==> src/hdl/swrl_pkg.sv <==
`timescale 1ns / 1ps
// Shared types and constants for the sliding window rate limiter.
// No dependencies.

package swrl_pkg;

    localparam int TS_W           = 32;
    localparam int CNT_W          = 16;
    localparam int LIM_W          = 16;
    localparam int WIN_W          = 7;
    localparam int DROP_W         = 32;
    localparam int CFG_IDX_W      = 3;
    localparam int CFG_DATA_W     = 16;
    localparam int OUT_TDATA_W    = 40;
    localparam int RING_DEPTH_DEF = 64;

    localparam logic [LIM_W-1:0] SECOND_LIMIT_RST = 16'd3;
    localparam logic [LIM_W-1:0] SHORT_LIMIT_RST  = 16'd20;
    localparam logic [LIM_W-1:0] LONG_LIMIT_RST   = 16'd60;
    localparam logic [WIN_W-1:0] SHORT_WINDOW_RST = 7'd10;
    localparam logic [WIN_W-1:0] LONG_WINDOW_RST  = 7'd60;

    typedef enum logic [CFG_IDX_W-1:0] {
        CFG_SECOND_LIMIT = 3'd0,
        CFG_SHORT_LIMIT  = 3'd1,
        CFG_LONG_LIMIT   = 3'd2,
        CFG_SHORT_WINDOW = 3'd3,
        CFG_LONG_WINDOW  = 3'd4
    } t_cfg_idx;

    typedef enum logic [2:0] {
        S_IDLE,
        S_PLAN,
        S_WALK,
        S_READ,
        S_UPD
    } t_state;

endpackage

==> src/hdl/swrl_urem.sv <==
`timescale 1ns / 1ps
// Ring index advance: sum of two indexes below a constant depth, wrapped by one subtract.
// Depends on swrl_pkg.

module swrl_urem #(
    parameter int DIVISOR = swrl_pkg::RING_DEPTH_DEF
) (
    input  logic [$clog2(DIVISOR)-1:0] i_base,
    input  logic [$clog2(DIVISOR)-1:0] i_step,
    output logic [$clog2(DIVISOR)-1:0] o_rem
);

    localparam int RW = $clog2(DIVISOR);
    localparam logic [RW:0] DIV_C = (RW + 1)'(DIVISOR);

    logic [RW:0] wide_sum;

    always_comb begin
        wide_sum = {1'b0, i_base} + {1'b0, i_step};
        if (wide_sum >= DIV_C) begin
            o_rem = RW'(wide_sum - DIV_C);
        end else begin
            o_rem = wide_sum[RW-1:0];
        end
    end

endmodule

==> src/hdl/sliding_window_rate_limiter_top.sv <==
`timescale 1ns / 1ps
// Sliding window rate limiter: per-second count ring in one RAM, running window sums.
// Depends on swrl_pkg and swrl_urem.
//
// channel  | direction | handshake                    | payload
// ---------+-----------+------------------------------+----------------------------------
// s_axis   | in        | s_axis_tvalid/s_axis_tready  | tdata[31:0] timestamp
// m_axis   | out       | m_axis_tvalid/m_axis_tready  | tdata dropped, out_of_order, total
// cfg      | in        | i_cfg_valid/o_cfg_ready      | i_cfg_index, i_cfg_data
//
// Same-second request: accept, plan, bucket read, update, in that order, set by the ring RAM
// read-modify-write. A new second adds a walk of max(gap, window) ring entries before the read.
// First request after reset, or a gap of RING_DEPTH or more: a pass over all RING_DEPTH entries clears
// the ring and restarts the window sums; no clearing pass at reset.
// A changed window length forces one window walk on the next request that is not out of order.
// The result sits in an output register; the update stalls while it is not taken.

module sliding_window_rate_limiter_top #(
    parameter int RING_DEPTH = swrl_pkg::RING_DEPTH_DEF
) (
    input  logic                               i_clk,
    input  logic                               i_rst_n,
    // tdata: [31:0] timestamp
    input  logic                               s_axis_tvalid,
    output logic                               s_axis_tready,
    input  logic [swrl_pkg::TS_W-1:0]          s_axis_tdata,
    // tdata: [0] dropped, [1] out_of_order, [33:2] drop_total, [39:34] zero
    output logic                               m_axis_tvalid,
    input  logic                               m_axis_tready,
    output logic [swrl_pkg::OUT_TDATA_W-1:0]   m_axis_tdata,
    input  logic                               i_cfg_valid,
    output logic                               o_cfg_ready,
    input  logic [swrl_pkg::CFG_IDX_W-1:0]     i_cfg_index,
    input  logic [swrl_pkg::CFG_DATA_W-1:0]    i_cfg_data
);

    localparam int AW     = $clog2(RING_DEPTH);
    localparam int CW     = $clog2(RING_DEPTH + 1);
    localparam int SUM_W  = swrl_pkg::CNT_W + CW;
    localparam int CMP_W  = (CW > swrl_pkg::WIN_W) ? CW : swrl_pkg::WIN_W;
    localparam int TS_W   = swrl_pkg::TS_W;
    localparam int PAD_W  = swrl_pkg::OUT_TDATA_W - swrl_pkg::DROP_W - 2;

    localparam logic [CW-1:0]    DEPTH_C   = CW'(RING_DEPTH);
    localparam logic [AW:0]      DEPTH_A   = (AW + 1)'(RING_DEPTH);
    localparam logic [AW-1:0]    LAST_POS  = AW'(RING_DEPTH - 1);
    localparam logic [CMP_W-1:0] DEPTH_CMP = CMP_W'(RING_DEPTH);
    localparam logic [TS_W-1:0]  DEPTH_TS  = TS_W'(RING_DEPTH);

    // configuration
    logic [swrl_pkg::LIM_W-1:0] r_second_limit;
    logic [swrl_pkg::LIM_W-1:0] r_short_limit;
    logic [swrl_pkg::LIM_W-1:0] r_long_limit;
    logic [swrl_pkg::WIN_W-1:0] r_short_window;
    logic [swrl_pkg::WIN_W-1:0] r_long_window;
    logic                       r_dirty;

    // control and datapath state
    swrl_pkg::t_state r_state, n_state;
    logic [TS_W-1:0]  r_ts, n_ts;
    logic [TS_W-1:0]  r_cur_second, n_cur_second;
    logic             r_time_seen, n_time_seen;
    logic [AW-1:0]    r_cur_idx, n_cur_idx;
    logic [AW-1:0]    r_pos, n_pos;
    logic [CW-1:0]    r_k, n_k;
    logic [CW-1:0]    r_gap, n_gap;
    logic [CW-1:0]    r_seff, n_seff;
    logic [CW-1:0]    r_leff, n_leff;
    logic [CW-1:0]    r_walk_n, n_walk_n;
    logic             r_oo, n_oo;
    logic             r_acc_s, n_acc_s;
    logic             r_acc_l, n_acc_l;

    logic [SUM_W-1:0]            r_short_sum;
    logic [SUM_W-1:0]            r_long_sum;
    logic [swrl_pkg::DROP_W-1:0] r_drop_total;
    logic [swrl_pkg::DROP_W-1:0] drop_next;
    logic                        r_out_valid;
    logic [swrl_pkg::OUT_TDATA_W-1:0] r_out_data;

    // ring memory
    logic [swrl_pkg::CNT_W-1:0] r_ring [RING_DEPTH];
    logic [swrl_pkg::CNT_W-1:0] r_rdata;
    logic                       ring_wr;
    logic                       ring_rd;
    logic [AW-1:0]              wr_addr;
    logic [AW-1:0]              rd_addr;
    logic [swrl_pkg::CNT_W-1:0] wr_data;

    // plan and update terms
    logic [CMP_W-1:0] sw_ext, lw_ext;
    logic [CW-1:0]    swc, lwc, seff, leff, wmax, gap, walk_n;
    logic [TS_W-1:0]  diff;
    logic             clear_all, backward;
    logic [AW-1:0]    idx_next;
    logic             drop, bucket_inc, commit, sum_clr, dirty_clr;

    assign o_cfg_ready = i_rst_n;

    always_ff @(posedge i_clk) begin
        if (!i_rst_n) begin
            r_second_limit <= swrl_pkg::SECOND_LIMIT_RST;
            r_short_limit  <= swrl_pkg::SHORT_LIMIT_RST;
            r_long_limit   <= swrl_pkg::LONG_LIMIT_RST;
            r_short_window <= swrl_pkg::SHORT_WINDOW_RST;
            r_long_window  <= swrl_pkg::LONG_WINDOW_RST;
            r_dirty        <= 1'b0;
        end else if (i_cfg_valid) begin
            unique case (swrl_pkg::t_cfg_idx'(i_cfg_index))
                swrl_pkg::CFG_SECOND_LIMIT: r_second_limit <= i_cfg_data;
                swrl_pkg::CFG_SHORT_LIMIT:  r_short_limit  <= i_cfg_data;
                swrl_pkg::CFG_LONG_LIMIT:   r_long_limit   <= i_cfg_data;
                swrl_pkg::CFG_SHORT_WINDOW: begin
                    r_short_window <= i_cfg_data[swrl_pkg::WIN_W-1:0];
                    r_dirty        <= 1'b1;
                end
                swrl_pkg::CFG_LONG_WINDOW: begin
                    r_long_window <= i_cfg_data[swrl_pkg::WIN_W-1:0];
                    r_dirty       <= 1'b1;
                end
                default: ;
            endcase
        end else if (dirty_clr) begin
            r_dirty <= 1'b0;
        end
    end

    swrl_urem #(
        .DIVISOR (RING_DEPTH)
    ) u_urem (
        .i_base (r_cur_idx),
        .i_step (diff[AW-1:0]),
        .o_rem  (idx_next)
    );

    always_comb begin
        sw_ext = CMP_W'(r_short_window);
        lw_ext = CMP_W'(r_long_window);
        if (r_short_window == '0) begin
            swc = CW'(1);
        end else if (sw_ext > DEPTH_CMP) begin
            swc = DEPTH_C;
        end else begin
            swc = CW'(sw_ext);
        end
        if (r_long_window == '0) begin
            lwc = CW'(1);
        end else if (lw_ext > DEPTH_CMP) begin
            lwc = DEPTH_C;
        end else begin
            lwc = CW'(lw_ext);
        end
        // clip the windows at second zero
        seff = (r_ts < TS_W'(swc)) ? CW'(r_ts) + CW'(1) : swc;
        leff = (r_ts < TS_W'(lwc)) ? CW'(r_ts) + CW'(1) : lwc;
        wmax = (seff > leff) ? seff : leff;

        backward  = r_time_seen && (r_ts < r_cur_second);
        diff      = r_ts - r_cur_second;
        clear_all = !r_time_seen || (diff >= DEPTH_TS);
        gap       = clear_all ? DEPTH_C : CW'(diff);
        walk_n    = (gap > wmax) ? gap : wmax;

        bucket_inc = (r_rdata != '1);
        drop = !r_oo && ((r_rdata >= r_second_limit) ||
                         (r_short_sum >= SUM_W'(r_short_limit)) ||
                         (r_long_sum >= SUM_W'(r_long_limit)));
        drop_next = (drop && (r_drop_total != '1)) ? r_drop_total + swrl_pkg::DROP_W'(1)
                                                   : r_drop_total;
    end

    always_ff @(posedge i_clk) begin
        if (!i_rst_n) begin
            r_state <= swrl_pkg::S_IDLE;
        end else begin
            r_state <= n_state;
        end
    end

    always_comb begin
        n_state      = r_state;
        n_ts         = r_ts;
        n_cur_second = r_cur_second;
        n_time_seen  = r_time_seen;
        n_cur_idx    = r_cur_idx;
        n_pos        = r_pos;
        n_k          = r_k;
        n_gap        = r_gap;
        n_seff       = r_seff;
        n_leff       = r_leff;
        n_walk_n     = r_walk_n;
        n_oo         = r_oo;
        n_acc_s      = 1'b0;
        n_acc_l      = 1'b0;
        s_axis_tready = 1'b0;
        ring_wr      = 1'b0;
        ring_rd      = 1'b0;
        wr_addr      = r_pos;
        rd_addr      = r_pos;
        wr_data      = '0;
        sum_clr      = 1'b0;
        dirty_clr    = 1'b0;
        commit       = 1'b0;
        unique case (r_state)
            swrl_pkg::S_IDLE: begin
                s_axis_tready = i_rst_n;
                if (s_axis_tvalid) begin
                    n_ts    = s_axis_tdata;
                    n_state = swrl_pkg::S_PLAN;
                end
            end
            swrl_pkg::S_PLAN: begin
                n_oo     = backward;
                n_gap    = gap;
                n_seff   = seff;
                n_leff   = leff;
                n_walk_n = walk_n;
                n_k      = '0;
                if (backward) begin
                    n_state = swrl_pkg::S_UPD;
                end else begin
                    n_cur_second = r_ts;
                    n_time_seen  = 1'b1;
                    dirty_clr    = 1'b1;
                    if (clear_all) begin
                        sum_clr = 1'b1;
                        n_pos   = r_cur_idx;
                        n_state = swrl_pkg::S_WALK;
                    end else begin
                        n_cur_idx = idx_next;
                        n_pos     = idx_next;
                        if ((gap != '0) || r_dirty) begin
                            sum_clr = 1'b1;
                            n_state = swrl_pkg::S_WALK;
                        end else begin
                            n_state = swrl_pkg::S_READ;
                        end
                    end
                end
            end
            swrl_pkg::S_WALK: begin
                // clear the new seconds, sum the older ones still in a window
                if (r_k < r_gap) begin
                    ring_wr = 1'b1;
                end else begin
                    n_acc_s = (r_k < r_seff);
                    n_acc_l = (r_k < r_leff);
                    ring_rd = n_acc_s || n_acc_l;
                end
                n_k   = r_k + CW'(1);
                n_pos = (r_pos == '0) ? LAST_POS : r_pos - AW'(1);
                if (r_k == r_walk_n - CW'(1)) begin
                    n_state = swrl_pkg::S_READ;
                end
            end
            swrl_pkg::S_READ: begin
                ring_rd = 1'b1;
                rd_addr = r_cur_idx;
                n_state = swrl_pkg::S_UPD;
            end
            swrl_pkg::S_UPD: begin
                if (!r_out_valid || m_axis_tready) begin
                    commit  = 1'b1;
                    ring_wr = !r_oo && bucket_inc;
                    wr_addr = r_cur_idx;
                    wr_data = r_rdata + swrl_pkg::CNT_W'(1);
                    n_state = swrl_pkg::S_IDLE;
                end
            end
            default: n_state = swrl_pkg::S_IDLE;
        endcase
    end

    always_ff @(posedge i_clk) begin
        if (!i_rst_n) begin
            r_cur_second <= '0;
            r_time_seen  <= 1'b0;
            r_cur_idx    <= '0;
            r_k          <= '0;
            r_acc_s      <= 1'b0;
            r_acc_l      <= 1'b0;
            r_oo         <= 1'b0;
        end else begin
            r_cur_second <= n_cur_second;
            r_time_seen  <= n_time_seen;
            r_cur_idx    <= n_cur_idx;
            r_k          <= n_k;
            r_acc_s      <= n_acc_s;
            r_acc_l      <= n_acc_l;
            r_oo         <= n_oo;
        end
    end

    always_ff @(posedge i_clk) begin
        r_ts     <= n_ts;
        r_pos    <= n_pos;
        r_gap    <= n_gap;
        r_seff   <= n_seff;
        r_leff   <= n_leff;
        r_walk_n <= n_walk_n;
    end

    always_ff @(posedge i_clk) begin
        if (ring_wr) begin
            r_ring[wr_addr] <= wr_data;
        end
        if (ring_rd) begin
            r_rdata <= r_ring[rd_addr];
        end
    end

    always_ff @(posedge i_clk) begin
        if (!i_rst_n) begin
            r_short_sum <= '0;
            r_long_sum  <= '0;
        end else if (sum_clr) begin
            r_short_sum <= '0;
            r_long_sum  <= '0;
        end else if (r_acc_s || r_acc_l) begin
            if (r_acc_s) begin
                r_short_sum <= r_short_sum + SUM_W'(r_rdata);
            end
            if (r_acc_l) begin
                r_long_sum <= r_long_sum + SUM_W'(r_rdata);
            end
        end else if (commit && !r_oo && bucket_inc) begin
            r_short_sum <= r_short_sum + SUM_W'(1);
            r_long_sum  <= r_long_sum + SUM_W'(1);
        end
    end

    always_ff @(posedge i_clk) begin
        if (!i_rst_n) begin
            r_drop_total <= '0;
            r_out_valid  <= 1'b0;
        end else if (commit) begin
            r_drop_total <= drop_next;
            r_out_valid  <= 1'b1;
        end else if (m_axis_tready) begin
            r_out_valid <= 1'b0;
        end
    end

    always_ff @(posedge i_clk) begin
        if (commit) begin
            r_out_data <= {PAD_W'(0), drop_next, r_oo, drop};
        end
    end

    assign m_axis_tvalid = r_out_valid;
    assign m_axis_tdata  = r_out_data;

    a_ring_one_access: assert property (@(posedge i_clk) disable iff (!i_rst_n)
        !(ring_wr && ring_rd))
        else $error("ring written and read in the same cycle");

    a_idx_range: assert property (@(posedge i_clk) disable iff (!i_rst_n)
        {1'b0, r_cur_idx} < DEPTH_A)
        else $error("current ring index beyond ring depth");

    a_walk_bound: assert property (@(posedge i_clk) disable iff (!i_rst_n)
        (r_state == swrl_pkg::S_WALK) |-> (r_k < r_walk_n))
        else $error("ring walk ran past its length");

    a_commit_stall: assert property (@(posedge i_clk) disable iff (!i_rst_n)
        (r_state == swrl_pkg::S_UPD && r_out_valid && !m_axis_tready)
            |=> (r_state == swrl_pkg::S_UPD))
        else $error("update left while the output register was full");

endmodule
==> config.mk <==
export PLATFORM = sky130hd
export DESIGN_NAME = sliding_window_rate_limiter_top
export DESIGN_NICKNAME = d
export VERILOG_FILES = /design/src/hdl/swrl_pkg.sv /design/src/hdl/swrl_urem.sv /design/src/hdl/sliding_window_rate_limiter_top.sv
export SDC_FILE = /design/constraint.sdc
export NUM_CORES = 2
export LEC_CHECK = 0
export BUFFER_PORTS_ARGS = -buffer_cell sky130_fd_sc_hd__buf_4
export CORE_UTILIZATION = 60
export DETAILED_ROUTE_END_ITERATION = 12
export PLACE_DENSITY_LB_ADDON = 0.05
export SLEW_MARGIN = 20
export SYNTH_ARGS = -nofsm -noshare
export SYNTH_HDL_FRONTEND = slang
export SYNTH_SLANG_ARGS = --single-unit
==> constraint.sdc <==
create_clock -name i_clk -period 17.2 [get_ports i_clk]
set_input_delay 0.86 -clock i_clk [delete_from_list [all_inputs] [get_ports i_clk]]
set_output_delay 0.86 -clock i_clk [all_outputs]
set_load 0.02 [all_outputs]
==> results.md <==
* Routed len/inst at 25.5 um
* Crit Path Max Fanout at 11
* DR vias at 36,541
* Bufs and invs on worst path at 2
* CTS root buffer: clkbuf_16
* Setup Fix Bufs, Post-CTS at 0
* Yosys warns at 0
* Hold Fails Final Rpt at 0
* Ys flop type: edfxtp_1
* Clk pin slew, worst setup/hold paths at 0.06 ns
* DRC viols at 0
* Clock Tree Buf Depth at 3
* Post-DP Area at 0.0623 mm^2
* Slew headroom at 24.4%
* Initial Utilization at 60.7%
* CORE AREA at 0.0986 mm^2
* CP startpoint: r_ts[27]
* Setup WS pre-CTS at 10.71 ns
* Total negative slack at 0 ns
* Max-slew violation count at 0
* Syn_area_per_cell at 14.2 um^2
* Status: complete, no violations
* Clk Latency, worst-skew pair at 0.76 ns
* Worst VDD drop at 0.0951 mV
* CP Data Required Time at 17.70 ns
* Final Util at 67.7%
* Max Freq at 152 MHz
* Worst Setup End Kind: flip-flop
* Sequential share of the synthesized area at 63.7%
* CP max stage delay at 0.64 ns
* Final worst slack at 10.61 ns
* Most common cell after layout, fill and taps aside: edfxtp_1
* Synth Register Bits at 1,334
* Min-delay worst type: in -> reg
* Routed WL at 146,000 um
* Share of cells above drive strength 1 at 16.5%
* Tcrit/Tclk final at 38.3%
* RSZ-0062 raised after global routing: no
* Layout area overhead at 11.6%
* Port Buffer Count at 92
* FP Rows at 115
* DR iter-0 viols at 3,650
* Pleak at 23.5 nW
* CTS tree: built
* Total die area at 0.101 mm^2
* Top cell by count, worst path: o21ai_0
* Cts bufs inserted at 137
* First-pass GRT wire length at 220,000 um
* Syn Inst Count at 4,226
* Startpoint Class: flip-flop
* Pre-antenna DRT Iters at 5
* Post-synth EDFFs at 1,140
* Post-CTS Resized at 0
* Pwr dens at 107 mW/mm^2
* Largest delay share family, worst path: compound AO/OA/AOI/OAI gates
* Vias in the first global route at 35,705
* Die width at 318 um
* # clock sinks at 1,334
* Initial antenna violation count at 2
* Boundary Pins at 99
* Pin count of the biggest net entering global routing at 129
* Post-synth cell types at 88
* Final Instance Area at 0.0668 mm^2
* All-layer global routing usage at 29.1%
* Most frequent cells in the layout: 1,140 x edfxtp_1, 432 x nand2_1, 256 x mux4_2
* Layout Nets at 4,575
* # hold bufs at CTS at 0
* Chip height at 318 um
* Launch point of the worst reg-to-reg path: r_ts[27]
* Critical path arrival at 7.08 ns
* Final Wtd Congestion at 0.926
* Async SR Flop Fraction at 0%
* Slowest CP cell: nor2_1
* ANT nets after route at 0
* Tightest Pin Transition at 1.12 ns
* Vias per Instance at 6.36
* DP HPWL at 88,500 um
* Setup Skew at 0.0309 ns
* Hold Startpoint: s_axis_tdata[30]
* WS Path Type: reg -> reg
* Max-cap violations at 0
* Final setup fails at 0
* Mapped cell area at 0.0598 mm^2
* Depth of the CTS H-tree at 4
* Overflow after GRT at 0
* Minimum clock period at 6.59 ns
* Fillers at 6,814
==> flip-flops by register name, indices dropped and copies added (netlist names), 3 cells and up <==
signal          count
r_second_limit     16
r_long_sum         23
r_gap               7
r_leff              7
m_axis_tdata       34
r_short_limit      16
r_cur_second       32
r_k                 7
r_ts               32
r_drop_total       32
r_seff              7
r_ring           1024
r_rdata            16
r_cur_idx           6
r_long_limit       16
r_state             3
r_pos               6
r_short_window      7
r_short_sum        23
lw_ext              7
r_walk_n            7
==> layer usage <==
layer  up-vias  wire (um)  track usage, %
met5         -          0               0
met4         0       4740            10.4
met3       242       9970            4.01
met2      1476      71200            47.5
met1     18290      60500            40.5
li1      16533          -               -
==> power by group <==
group	total, W	switching, W	internal [W]
clock network	0.00296	0.00125	0.00171
registers	0.00353	0.0000253	0.00350
logic	0.000636	0.000395	0.000241
==> cells in the mapped netlist, types with 22 or more instances <==
cell type	count	area [um^2]
or4_1	24	180
mux2i_1	78	781
xnor2_1	34	298
nor2_1	229	860
o31ai_1	31	233
or3_1	22	138
xor2_1	64	561
inv_1	179	672
and3_1	25	156
o21ai_0	88	440
clkbuf_1	140	526
buf_2	56	280
nor3_1	53	265
edfxtp_1	1140	34200
and2_1	72	450
o21a_1	23	173
a21oi_1	222	1110
a211oi_1	98	736
a21o_1	46	345
nand2_1	432	1620
o211ai_1	25	188
dfxtp_1	194	3880
nand3_1	79	395
nor4_1	39	244
nand2b_1	32	200
nor2b_1	37	231
nand4_1	32	200
a31oi_1	50	313
a311oi_1	35	307
mux4_2	256	5770
ha_1	168	2100
==> kinds of logic (layout without fill, tap and decap cells) <==
family / count (synthesis) / in the layout / synth area share, %
AND/OR/NAND/NOR: 1144 / 1144 / 9.22
buffers and inverters: 402 / 627 / 2.73
flip-flops: 1334 / 1334 / 63.7
other: 1 / 7 / 0.00627
adder cells (fa/ha/maj): 172 / 172 / 3.65
AO/OA/AOI/OAI: 732 / 732 / 8.17
multiplexers: 343 / 343 / 11.1
XOR/XNOR: 98 / 98 / 1.43
==> metrics by stage <==
step | power [W] | cells | hold WS [ns]
global route | 0.00733 | 5744 | 0.270
global placement | 0.00423 | 5495 | 0.442
CTS | 0.00716 | 5743 | 0.258
finish | 0.00712 | 5744 | 0.295
detailed placement | 0.00423 | 5495 | 0.447
floorplan | 0.00403 | 4231 | 0.436
==> path summary, 6_finish.rpt <==
check / slack [ns] / endpoint / cells past startpoint
setup / recovery: 10.61 / r_walk_n[0] / 25
setup reg to reg: 10.61 / r_walk_n[0] / 25
hold / removal: 0.30 / r_ts[30] / 1
hold reg to reg: 0.46 / r_short_limit[9] / 2
==> cell type report <==
class	instances	area (um^2)	area share, %
Sequential cell	1334	38100	57.1
Tap cell	1287	1610	2.41
Multi-Input combinational cell	2495	20400	30.5
Clock inverter	71	793	1.19
Clock buffer	177	3680	5.51
Timing Repair Buffer	200	1540	2.30
Antenna cell	1	2.50	0.00375
Inverter	179	674	1.01
No activity file was read; power rests on OpenSTA's default activity.
